<file path="src/rtl/core/vse_pkg.sv">
package vse_pkg;

  // Field widths
  localparam int LVL_W    = 17;   // unsigned Q1.16
  localparam int RATE_W   = 24;   // unsigned Q0.24
  localparam int SLEW_W   = 22;   // capped slew, below 2^22
  localparam int CFG_IDX_W = 2;
  localparam int CFG_DAT_W = 24;
  localparam int STEP_W   = 3;

  // Shared multiplier
  localparam int MUL_A_W = 24;
  localparam int MUL_B_W = 17;
  localparam int PROD_W  = MUL_A_W + MUL_B_W;

  // Constants
  localparam logic [LVL_W-1:0]  UNITY      = 17'd65536;
  localparam logic [SLEW_W-1:0] SLEW_CAP   = 22'd3355443;   // 0.2 in Q0.24
  localparam logic [RATE_W-1:0] RISE_RST   = 24'd582542;
  localparam logic [RATE_W-1:0] FALL_RST   = 24'd65303;
  localparam logic [LVL_W-1:0]  FLOOR_RST  = 17'd82;

  // Request codes
  localparam logic REQ_TICK = 1'b0;
  localparam logic REQ_SET  = 1'b1;

  // Register indexes
  localparam logic [CFG_IDX_W-1:0] REG_MODE  = 2'd0;
  localparam logic [CFG_IDX_W-1:0] REG_RISE  = 2'd1;
  localparam logic [CFG_IDX_W-1:0] REG_FALL  = 2'd2;
  localparam logic [CFG_IDX_W-1:0] REG_FLOOR = 2'd3;

  typedef enum logic [1:0] {
    MODE_SUSTAIN,
    MODE_CYCLE,
    MODE_TRANSIENT,
    MODE_FROZEN
  } vse_mode_t;

  // Multiplier operand selection
  typedef enum logic [1:0] {
    MUL_NONE,
    MUL_SQ,
    MUL_TERM,
    MUL_STEP
  } vse_mul_t;

  // Branch conditions of the sequencer
  typedef enum logic [2:0] {
    C_NEXT,
    C_WAIT_IN,
    C_SKIP,
    C_OUT_BUSY,
    C_JUMP
  } vse_cond_t;

  // One control word
  typedef struct packed {
    logic              idle;
    logic              dec_en;
    vse_mul_t          mul_op;
    logic              lvl_upd;
    logic              out_load;
    vse_cond_t         cond;
    logic [STEP_W-1:0] jump;
  } vse_uword_t;

  // Datapath status back to the sequencer
  typedef struct packed {
    logic skip;
    logic out_busy;
  } vse_stat_t;

  // Program steps
  localparam logic [STEP_W-1:0] ST_IDLE = 3'd0;
  localparam logic [STEP_W-1:0] ST_DEC  = 3'd1;
  localparam logic [STEP_W-1:0] ST_TERM = 3'd2;
  localparam logic [STEP_W-1:0] ST_STEP = 3'd3;
  localparam logic [STEP_W-1:0] ST_UPD  = 3'd4;
  localparam logic [STEP_W-1:0] ST_OUT  = 3'd5;

  // Microcode program
  function automatic vse_uword_t vse_ucode(input logic [STEP_W-1:0] step);
    vse_uword_t w;
    w = '0;
    w.mul_op = MUL_NONE;
    w.cond = C_NEXT;
    case (step)
      ST_IDLE: begin
        w.idle = 1'b1;
        w.cond = C_WAIT_IN;
      end
      ST_DEC: begin
        w.dec_en = 1'b1;
        w.mul_op = MUL_SQ;
        w.cond = C_SKIP;
        w.jump = ST_OUT;
      end
      ST_TERM: w.mul_op = MUL_TERM;
      ST_STEP: w.mul_op = MUL_STEP;
      ST_UPD:  w.lvl_upd = 1'b1;
      ST_OUT: begin
        w.out_load = 1'b1;
        w.cond = C_OUT_BUSY;
        w.jump = ST_IDLE;
      end
      default: begin
        w.cond = C_JUMP;
        w.jump = ST_IDLE;
      end
    endcase
    return w;
  endfunction

endpackage

</file>
<file path="src/rtl/core/vse_sequencer.sv">
module vse_sequencer
  import vse_pkg::*;
(
  input  logic       clk,
  input  logic       rst_n,
  input  logic       in_acc,
  input  vse_stat_t  stat,
  output vse_uword_t ctrl
);

  logic [STEP_W-1:0] step_r;
  logic [STEP_W-1:0] step_nxt;
  logic [STEP_W-1:0] step_inc;

  // Control word lookup
  assign ctrl     = vse_ucode(step_r);
  assign step_inc = step_r + STEP_W'(1);

  // Branch resolution
  always_comb begin
    unique case (ctrl.cond)
      C_NEXT:     step_nxt = step_inc;
      C_WAIT_IN:  step_nxt = in_acc ? step_inc : step_r;
      C_SKIP:     step_nxt = stat.skip ? ctrl.jump : step_inc;
      C_OUT_BUSY: step_nxt = stat.out_busy ? step_r : ctrl.jump;
      C_JUMP:     step_nxt = ctrl.jump;
      default:    step_nxt = ST_IDLE;
    endcase
  end

  always_ff @(posedge clk) begin
    if (!rst_n) begin
      step_r <= ST_IDLE;
    end else begin
      step_r <= step_nxt;
    end
  end

endmodule

</file>
<file path="src/rtl/core/vse_datapath.sv">
module vse_datapath
  import vse_pkg::*;
(
  input  logic                 clk,
  input  logic                 rst_n,
  input  vse_uword_t           ctrl,
  output vse_stat_t            stat,
  // input word capture
  input  logic                 in_acc,
  input  logic                 in_req_type,
  input  logic [LVL_W-1:0]     in_dest_value,
  // register writes
  input  logic                 cfg_we,
  input  logic [CFG_IDX_W-1:0] cfg_index,
  input  logic [CFG_DAT_W-1:0] cfg_wdata,
  // result register
  input  logic                 out_stall,
  output logic                 out_valid,
  output logic [LVL_W-1:0]     out_level_out
);

  // Registers and state
  vse_mode_t          mode_r;
  logic [RATE_W-1:0]  rise_r, fall_r;
  logic [LVL_W-1:0]   floor_r;
  logic [LVL_W-1:0]   level_r, target_r, vel_r;
  logic               out_valid_r;
  logic [LVL_W-1:0]   out_level_r;

  // Per-item working registers
  logic               req_r;
  logic [LVL_W-1:0]   dest_r;
  logic [RATE_W-1:0]  rate_r;
  logic               neg_r;
  logic [LVL_W-1:0]   mag_r;
  logic [LVL_W-1:0]   sq_r;
  logic [SLEW_W-1:0]  slew_r;
  logic [LVL_W-1:0]   stepmag_r;

  // Decision logic
  logic [LVL_W-1:0]   dsat;
  logic               diff_pos;
  logic [LVL_W-1:0]   mag;
  logic               close;
  logic [LVL_W-1:0]   target_nxt, vel_nxt;
  logic [RATE_W-1:0]  rate_nxt;
  logic               hold;
  logic               skip;

  always_comb begin
    dsat       = (dest_r > UNITY) ? UNITY : dest_r;
    diff_pos   = target_r > level_r;
    mag        = diff_pos ? (target_r - level_r) : (level_r - target_r);
    close      = mag < floor_r;
    target_nxt = target_r;
    vel_nxt    = vel_r;
    rate_nxt   = fall_r;
    hold       = 1'b0;
    skip       = 1'b0;
    if (req_r == REQ_SET) begin
      target_nxt = dsat;
      if (dsat > floor_r) begin
        vel_nxt = dsat;
      end
      skip = 1'b1;
    end else if (mode_r == MODE_FROZEN) begin
      skip = 1'b1;
    end else begin
      if (diff_pos) begin
        if (close) begin
          if (mode_r == MODE_SUSTAIN) begin
            hold = 1'b1;
          end else begin
            target_nxt = '0;
          end
        end else begin
          rate_nxt = rise_r;
        end
      end else if (close) begin
        case (mode_r)
          MODE_SUSTAIN: hold = 1'b1;
          MODE_CYCLE: begin
            if (target_r == vel_r) begin
              target_nxt = '0;
            end else begin
              target_nxt = vel_r;
              rate_nxt   = rise_r;
            end
          end
          default: begin
            // transient: decay to zero, then rest there
            if (target_r == '0) begin
              hold = 1'b1;
            end else begin
              target_nxt = '0;
            end
          end
        endcase
      end
      skip = hold;
    end
  end

  // Shared multiplier
  logic [MUL_A_W-1:0] mul_a;
  logic [MUL_B_W-1:0] mul_b;
  logic [PROD_W-1:0]  prod;

  always_comb begin
    case (ctrl.mul_op)
      MUL_SQ: begin
        mul_a = MUL_A_W'(level_r);
        mul_b = level_r;
      end
      MUL_TERM: begin
        mul_a = rate_r;
        mul_b = sq_r;
      end
      MUL_STEP: begin
        mul_a = MUL_A_W'(slew_r);
        mul_b = mag_r;
      end
      default: begin
        mul_a = '0;
        mul_b = '0;
      end
    endcase
  end

  assign prod = PROD_W'(mul_a) * PROD_W'(mul_b);

  // Rounding and saturation after the product
  logic [PROD_W-1:0]  sq_sum, term_sum, step_sum;
  logic [26:0]        slew_sum;
  logic [SLEW_W-1:0]  slew_sat;

  assign sq_sum   = prod + PROD_W'(32768);
  assign term_sum = prod + PROD_W'(16384);
  assign step_sum = prod + PROD_W'(8388608);
  assign slew_sum = 27'(rate_r) + 27'(term_sum[PROD_W-1:15]);
  assign slew_sat = (slew_sum > 27'(SLEW_CAP)) ? SLEW_CAP : slew_sum[SLEW_W-1:0];

  // Level update with clamp to [0, 1.0]
  logic [LVL_W:0]     lvl_up;
  logic [LVL_W-1:0]   level_nxt;

  assign lvl_up = {1'b0, level_r} + {1'b0, stepmag_r};

  always_comb begin
    if (neg_r) begin
      level_nxt = (stepmag_r > level_r) ? '0 : (level_r - stepmag_r);
    end else begin
      level_nxt = (lvl_up > {1'b0, UNITY}) ? UNITY : lvl_up[LVL_W-1:0];
    end
  end

  logic out_busy;
  assign out_busy = out_valid_r && out_stall;

  // Control state, registers and the result register
  always_ff @(posedge clk) begin
    if (!rst_n) begin
      mode_r      <= MODE_SUSTAIN;
      rise_r      <= RISE_RST;
      fall_r      <= FALL_RST;
      floor_r     <= FLOOR_RST;
      level_r     <= '0;
      target_r    <= '0;
      vel_r       <= UNITY;
      out_valid_r <= 1'b0;
    end else begin
      if (cfg_we) begin
        case (cfg_index)
          REG_MODE: begin
            mode_r <= vse_mode_t'(cfg_wdata[1:0]);
            if (vse_mode_t'(cfg_wdata[1:0]) != MODE_SUSTAIN) begin
              target_r <= '0;
            end
          end
          REG_RISE:  rise_r  <= cfg_wdata[RATE_W-1:0];
          REG_FALL:  fall_r  <= cfg_wdata[RATE_W-1:0];
          REG_FLOOR: floor_r <= cfg_wdata[LVL_W-1:0];
          default: ;
        endcase
      end
      if (ctrl.dec_en) begin
        target_r <= target_nxt;
        vel_r    <= vel_nxt;
        if (hold) begin
          level_r <= target_r;
        end
      end
      if (ctrl.lvl_upd) begin
        level_r <= level_nxt;
      end
      if (ctrl.out_load && !out_busy) begin
        out_valid_r <= 1'b1;
      end else if (out_valid_r && !out_stall) begin
        out_valid_r <= 1'b0;
      end
    end
  end

  // Payload registers
  always_ff @(posedge clk) begin
    if (in_acc) begin
      req_r  <= in_req_type;
      dest_r <= in_dest_value;
    end
    if (ctrl.dec_en) begin
      rate_r <= rate_nxt;
      neg_r  <= !diff_pos;
      mag_r  <= mag;
    end
    case (ctrl.mul_op)
      MUL_SQ:   sq_r      <= sq_sum[32:16];
      MUL_TERM: slew_r    <= slew_sat;
      MUL_STEP: stepmag_r <= step_sum[PROD_W-1:24];
      default: ;
    endcase
    if (ctrl.out_load && !out_busy) begin
      out_level_r <= level_r;
    end
  end

  assign stat.skip     = skip;
  assign stat.out_busy = out_busy;
  assign out_valid     = out_valid_r;
  assign out_level_out = out_level_r;

endmodule

</file>
<file path="src/rtl/core/vactrol_slew_envelope.sv">
// Channel | Direction | Handshake            | Word
// in_     | input     | in_valid / in_stall  | in_req_type, in_dest_value
// out_    | output    | out_valid / out_stall| out_level_out
// cfg_    | input     | cfg_valid / cfg_ready| cfg_index, cfg_wdata
//
// One word at a time. The squared level, the scaled rate and the step of a tick
// all pass through one shared 24x17 multiplier, one product per microcode step,
// in the decode, term and step steps, before the level update and output steps.
// A set-destination word, a hold near the target, or mode three goes from the
// decode step straight to the output step. The next word is taken while the
// result waits in the output register.
// rst_n is synchronous; sequencer, register and envelope state flops return to
// their defaults. A stalled result holds the sequencer at its output step.
module vactrol_slew_envelope
  import vse_pkg::*;
(
  input  logic                 clk,
  input  logic                 rst_n,
  input  logic                 in_valid,
  output logic                 in_stall,
  input  logic                 in_req_type,
  input  logic [LVL_W-1:0]     in_dest_value,
  output logic                 out_valid,
  input  logic                 out_stall,
  output logic [LVL_W-1:0]     out_level_out,
  input  logic                 cfg_valid,
  output logic                 cfg_ready,
  input  logic [CFG_IDX_W-1:0] cfg_index,
  input  logic [CFG_DAT_W-1:0] cfg_wdata
);

  vse_uword_t ctrl;
  vse_stat_t  stat;
  logic       in_acc;

  // Input is taken only at the idle step
  assign in_stall  = !ctrl.idle;
  assign in_acc    = in_valid && ctrl.idle;
  assign cfg_ready = 1'b1;

  vse_sequencer u_seq (
    .clk    (clk),
    .rst_n  (rst_n),
    .in_acc (in_acc),
    .stat   (stat),
    .ctrl   (ctrl)
  );

  vse_datapath u_dp (
    .clk           (clk),
    .rst_n         (rst_n),
    .ctrl          (ctrl),
    .stat          (stat),
    .in_acc        (in_acc),
    .in_req_type   (in_req_type),
    .in_dest_value (in_dest_value),
    .cfg_we        (cfg_valid && cfg_ready),
    .cfg_index     (cfg_index),
    .cfg_wdata     (cfg_wdata),
    .out_stall     (out_stall),
    .out_valid     (out_valid),
    .out_level_out (out_level_out)
  );

endmodule

</file>
<file path="config.mk">
export PLATFORM = sky130hd
export DESIGN_NAME = vactrol_slew_envelope
export DESIGN_NICKNAME = d
export VERILOG_FILES = /design/src/rtl/core/vse_pkg.sv /design/src/rtl/core/vse_sequencer.sv /design/src/rtl/core/vse_datapath.sv /design/src/rtl/core/vactrol_slew_envelope.sv
export SDC_FILE = /design/constraint.sdc
export NUM_CORES = 2
export LEC_CHECK = 0
export ABC_CLOCK_PERIOD_IN_PS = 34700
export BUFFER_PORTS_ARGS = -buffer_cell sky130_fd_sc_hd__buf_2
export CELL_PAD_IN_SITES_DETAIL_PLACEMENT = 1
export CELL_PAD_IN_SITES_GLOBAL_PLACEMENT = 1
export CORE_MARGIN = 5
export CORE_UTILIZATION = 55
export CTS_CLUSTER_DIAMETER = 200
export CTS_CLUSTER_SIZE = 10
export DETAILED_ROUTE_END_ITERATION = 8
export GPL_TIMING_DRIVEN = 0
export HOLD_SLACK_MARGIN = 0.03
export PLACE_DENSITY = 0.89
export SETUP_SLACK_MARGIN = 0.15
export SLEW_MARGIN = 20
export SYNTH_ARGS = -nofsm -noshare
export SYNTH_HDL_FRONTEND = slang
export SYNTH_SLANG_ARGS = --single-unit
</file>
<file path="constraint.sdc">
create_clock -name clk -period 34.7 [get_ports clk]
set_input_delay 1.735 -clock clk [delete_from_list [all_inputs] [get_ports clk]]
set_output_delay 1.735 -clock clk [all_outputs]
set_load 0.01 [all_outputs]
</file>
# Yosys cells after proc, flatten, opt, wreduce, memory -nomap -nowiden
# Index checks and enable logic that the tools add are counted.
[classes]
n_addsub = 9
n_mul = 1
n_lt_le_gt_ge = 7
eq_ne = 24
mux = 53
reduce_logical = 29
[op_table]
columns = ["cell", "count"]
rows = [
  ["$mux W17", 20],
  ["$mux W24", 7],
  ["$pmux W24 S3", 1],
  ["$gt A17 B17 Y1", 3],
  ["$pmux W17 S3", 1],
  ["$sub A17 B17 Y17", 3],
  ["$add A41 B15 Y41 const B", 1],
  ["$add A41 B24 Y41 const B", 1],
  ["$mul A24 B17 Y41", 1],
  ["$pmux W17 S2", 1],
  ["$add A33 B16 Y33 const B", 1],
  ["$add A24 B26 Y27", 1],
  ["$gt A27 B22 Y1 const B", 1],
  ["$add A17 B17 Y18", 1],
  ["$gt A18 B17 Y1 const B", 1],
  ["$eq A17 B17 Y1", 1],
  ["$gt A17 B17 Y1 const B", 1],
  ["$logic_not A17 Y1", 1],
  ["$lt A17 B17 Y1", 1],
  ["$mux W1", 15],
  ["$pmux W3 S5", 1],
  ["$reduce_bool A2 Y1", 7],
  ["$eq A3 B2 Y1 const B", 4],
  ["$mux W3", 4],
  ["21 further kinds", 44],
]
[word_totals]
ff_bits = 255
input_bits = 49
out_inout_bits = 20
word_cells = 141

# Logic depth before layout (Yosys ltp)
[depth]
ltp_word = 10
ltp_mapped = 51
ltp_nobuf = 46

# Cells and area by module
# A second synthesis with hierarchy kept.
[unflattened]
cells_unflattened = 3571
hier_area_um2 = 30696.9
[modules_own_cells]
columns = ["mod", "instances", "cells_per_inst", "area_per_inst_um2", "seq_area_each_um2"]
rows = [
  ["vse_datapath", 1, 3507, 30211.5, 6376.1],
  ["vse_sequencer", 1, 60, 464.2, 60.1],
  ["vactrol_slew_envelope", 1, 4, 21.3, 0.0],
]

# Least setup slack after synthesis
# Ideal clock, no wire load.
[synth_path]
path_type = "reg2reg"
from = "register u_seq.step_r[1]"
to = "register u_dp.slew_r[12], data pin"
setup_ps = 272
arrival_ps = 12462
required_time_ps = 34428
path_slack_ps = 21966
path_stages_with_launch = 46
period_less_slack_ps = 12734
cell_sequence = "dfxtp_1 clkbuf_1 inv_1 ha_1 nand2_1 inv_1 nor2_1 nor2_1 clkbuf_1 nand2_1 o21ai_1 clkbuf_1 nand2_1 fa_1 fa_1 fa_1 inv_1 fa_1 [10 not listed] a211oi_2 ha_1 and3_1 nand3_1 nor2_1 xnor2_1 ha_1 clkbuf_1 a21o_1 a21oi_1 o221ai_1 a21oi_1 a21oi_1 a2111oi_0 o21bai_1 a2111oi_0 nand2_1 or4_1"
[synth_between]
elab_chain_cells = 8
elab_cells_between_ends = 13
[synth_rtl]
columns = ["item", "line_no", "rtl"]
rows = [
  ["start, declared", "vse_sequencer.sv:11", "logic [STEP_W-1:0] step_r;"],
  ["start signal, assigned", "vse_sequencer.sv:35", "step_r <= step_nxt;"],
  ["$eq A3 B2 Y1 or $eq A3 B1 Y1 (tied branches)", "vse_pkg.sv:88", "case (step)"],
  ["$pmux W2 S3 (*)", "vse_pkg.sv:88", ""],
  ["$eq A2 B2 Y1 or $eq A2 B1 Y1 (tied branches)", "vse_datapath.sv:110", "case (ctrl.mul_op)"],
  ["$pmux W24 S3 or $pmux W17 S3 (tied branches)", "vse_datapath.sv:110", ""],
  ["$mul A24 B17 Y41 (*)", "vse_datapath.sv:130", "assign prod = PROD_W'(mul_a) * PROD_W'(mul_b);"],
  ["$add A41 B15 Y41 (*)", "vse_datapath.sv:138", "assign term_sum = prod + PROD_W'(16384);"],
  ["$add A24 B26 Y27 (*)", "vse_datapath.sv:140", "assign slew_sum = 27'(rate_r) + 27'(term_sum[PROD_W-1:15]);"],
  ["$gt A27 B22 Y1", "vse_datapath.sv:141", "assign slew_sat = (slew_sum > 27'(SLEW_CAP)) ? SLEW_CAP : slew_sum[SLEW_W-1:0];"],
  ["end signal, assigned", "vse_datapath.sv:217", "MUL_TERM: slew_r <= slew_sat;"],
  ["end, declared", "vse_datapath.sv:37", "logic [SLEW_W-1:0] slew_r;"],
]
# Every way passes the cells marked *; elsewhere a longest branch is shown, timed or not.
# A chain may end at the register's enable or synchronous reset.

# Final worst setup path
[layout_path]
from = "register u_seq.step_r[1]"
to = "register u_dp.slew_r[14], data pin"
# Same word-level chain as after synthesis.

==> metrics.md <==
| Metric | Value |
|---|---|
| Fin nets | 4234 |
| Sink of the worst hold path | u_dp.fall_r[3] |
| Synth Instances | around 3500 |
| Status | completed |
| Postcts setup bufs | 0 |
| CTS clk-pin slew, worst paths | 70 ps |
| Number of gates resized after cts | 0 |
| Setup violations, final | 0 |
| Final setup skew | roughly 21 ps |
| Root Buffer Master | clkbuf_16 |
| Syn_area_per_cell | between 8 and 9 sq um |
| Post-Route WL | between 100000 and 150000 um |
| Worst reg2reg endpoint | u_dp.slew_r[14] |
| Number of flops mapped to enable cells by yosys | approximately 130 |
| Hpwl dp | 101000 um |
| R2r worst-path depth | 46 |
| Die area | 0.0602 sq mm |
| Fmax | between 60 and 70 MHz |
| Slowest CP cell | o21ai_1 |
| Hold wc startpoint | u_dp.fall_r[3] |
| Overall Global Routing Usage | roughly 40% |
| Worst slew pin tran | around 1300 ps |
| Initial antenna violation count | 11 |
| Ys flop type | edfxtp_1 |
| Critical path buffer and inverter count | 11 |
| Post-synth ARST share | 0% |
| Layout cells sized above 1 | 5.89% |
| Initial Util | 55.4% |
| Total clock buffers created by CTS | 29 |
| Post-synthesis register bit count | around 260 |
| Most frequent CP cell | fa_1 |
| Via/cell ratio | roughly 6.3 |
| CTS tree | built |
| Synth area leaders | fa_1 22%, edfxtp_1 13%, ha_1 10%, dfxtp_1 8.0%, nand2_1 7.0% |
| Slew Viols, Final | 0 |
| DIE HEIGHT | about 250 um |
| First-pass GRT wire length | 183000 um |
| Worst Hold Class | register to register |
| Drt pass-1 iters | 6 |
| Worst hold stages | 2 |
| Die width | roughly 250 um |
| GP Congestion | approximately 1 |
| FF-to-FF Start | u_seq.step_r[1] |
| Largest net degree at the start of global routing | 28 |
| Critical Path RT | ~35000 ps |
| DR WL/cell | between 20 and 30 um |
| Worst reg-to-reg setup slack | around 19000 ps |
| Via Count | ~28000 |
| Placed cells | approximately 4300 |
| Final Hold Viols | 0 |
| Max Root-Sink Buffers | 3 |
| Commonest cells after routing, fill and taps aside | 569 x nand2_1, 463 x inv_1, 332 x fa_1 |
| Startpoint Class | register |
| RSZ-0062 raised after global routing | no |
| Post-synth top area cell | fa_1 |
| Min Tclk post-route | about 16000 ps |
| Routed Antenna Nets | 0 |
| Iter 0 DRT Violations | approximately 2400 |
| Residual DRC | 0 |
| Core area | between 0.05 and 0.06 sq mm |
| Hold Buf Count CTS | 0 |
| Slew HR | between 15 and 20% |
| Synthesized net count | a little over 4000 |
| Post-route insts no fill | roughly 4400 |
| Critical path arrival | between 15000 and 20000 ps |
| Congestion Overflow GR | 0 |
| Area growth from synthesis to layout | 7.18% |
| PortBufs | 66 |
| CP top delay family | adder cells |
| Htree depth | 1 |
| Commonest non-fill, non-tap cell in the layout | nand2_1 |
| Ports | between 60 and 70 |
| Yosys warnings | 0 |
| Top cell type's share of synthesized area | between 20% and 30% |
| CTS sink count | approximately 260 |
| Worst skew pair latency | 590 ps |
| Sum Neg Setup Slack | 0 ps |
| Sequential area share after synthesis | between 20% and 30% |
| Worst-path fanout max | 20 |
| Vias in the first global route | a little under 30000 |
| # rows | 86 |
| Critical path capture point type | register |
| Max incr delay on CP | between 700 and 800 ps |
| Crit path kind | register to register |
| Max-cap violations | 0 |
| Cell Area, Synth | about 0.030 sq mm |
| Critical Path Source | u_seq.step_r[1] |
| Fin crit share | a little under half |
| Synth unique cells | between 90 and 100 |
-- flip-flops by register name, summed over array words and instances (netlist names), 2 cells and up --
name and count:
u_dp.stepmag_r 17, u_dp.mag_r 17, u_dp.out_level_out 17, u_dp.rate_r 24, u_dp.slew_r 22, u_dp.level_r 17, u_seq.step_r 3, u_dp.vel_r 17
u_dp.rise_r 24, u_dp.dest_r 17, u_dp.sq_r 17, u_dp.floor_r 17, u_dp.target_r 17, u_dp.fall_r 24, u_dp.mode_r 2
-- worst max-delay path by stage --
stage	endpoint	slack, ps	cells past startpoint
after floorplan	u_dp.slew_r[12]	21970	45
after CTS	u_dp.slew_r[14]	19350	46
after global routing	u_dp.slew_r[5]	18430	48
final	u_dp.slew_r[14]	18980	46
after detailed placement	u_dp.slew_r[5]	19370	47
after global placement	u_dp.slew_r[1]	18380	48
-- layer usage --
metal,up-vias,GRT usage (%),share of wire [%]
li1,11900,-,-
met1,14000,52.8,39
met2,1482,62.6,45
met3,389,10.2,11
met4,10,17.1,5.3
met5,-,0,0.056
-- stage by stage --
step | hold slack (ps) | utilization [%] | instance area (sq um) | setup slack (ps)
global route | 488 | 59.4 | 32600 | 18430
global placement | 446 | 57.7 | 31700 | 18380
detailed placement | 458 | 57.8 | 31800 | 19370
floorplan | 435 | - | 30500 | 21970
finish | 468 | 59.4 | 32700 | 18980
CTS | 469 | 59.4 | 32600 | 19350
-- cells in the mapped netlist, drive strengths merged, types with 7 or more instances --
master / count
a211oi: 24
a21boi: 52
nand4: 43
o211ai: 14
ha: 244
o21ai: 106
o21bai: 16
and2: 56
dfxtp: 122
nand2b: 19
mux2i: 45
nor4: 33
a21o: 73
nor3b: 8
edfxtp: 133
or3: 16
o311ai: 8
inv: 464
nor2b: 25
o2bb2ai: 23
o31ai: 19
a31oi: 11
a22oi: 19
o21a: 53
a211o: 7
nand3: 69
mux2: 27
xnor2: 72
a21oi: 147
nor2: 265
buf: 23
or2: 11
or4: 11
and3: 22
clkbuf: 122
nor3: 57
fa: 332
a221oi: 11
xor2: 61
nand2: 570
-- cell type report --
| type | instances | area, sq um |
|---|---|---|
| fill | 6560 | 22300 |
| multi-input combinational | 2646 | 21800 |
| sequential | 255 | 6440 |
| inverter | 464 | 1740 |
| tap | 748 | 936 |
| clock buffer | 52 | 812 |
| buffer | 145 | 576 |
| timing repair buffer | 68 | 362 |
| clock inverter | 2 | 27.5 |
| antenna | 6 | 15.0 |
-- cell families after synthesis --
kind of cell,count (synthesis),synth area share [%]
adder cells (fa/ha/maj),576,31.8
multiplexers,72,2.48
buffers and inverters,609,7.60
XOR/XNOR,133,3.92
AND/OR/NAND/NOR,1219,18.3
AO/OA/AOI/OAI,645,14.8
other,1,0.0123
flip-flops,255,21.1
-- worst min-delay path, cell delays in order, from the launching register on --
cell and delay [ps]:
dfxtp_1 310, nand2_1 50, a21boi_0 60
Power is left out: the tool's default activity adds up to more than one toggle a clock period on the data nets, which glitch-free logic cannot reach.
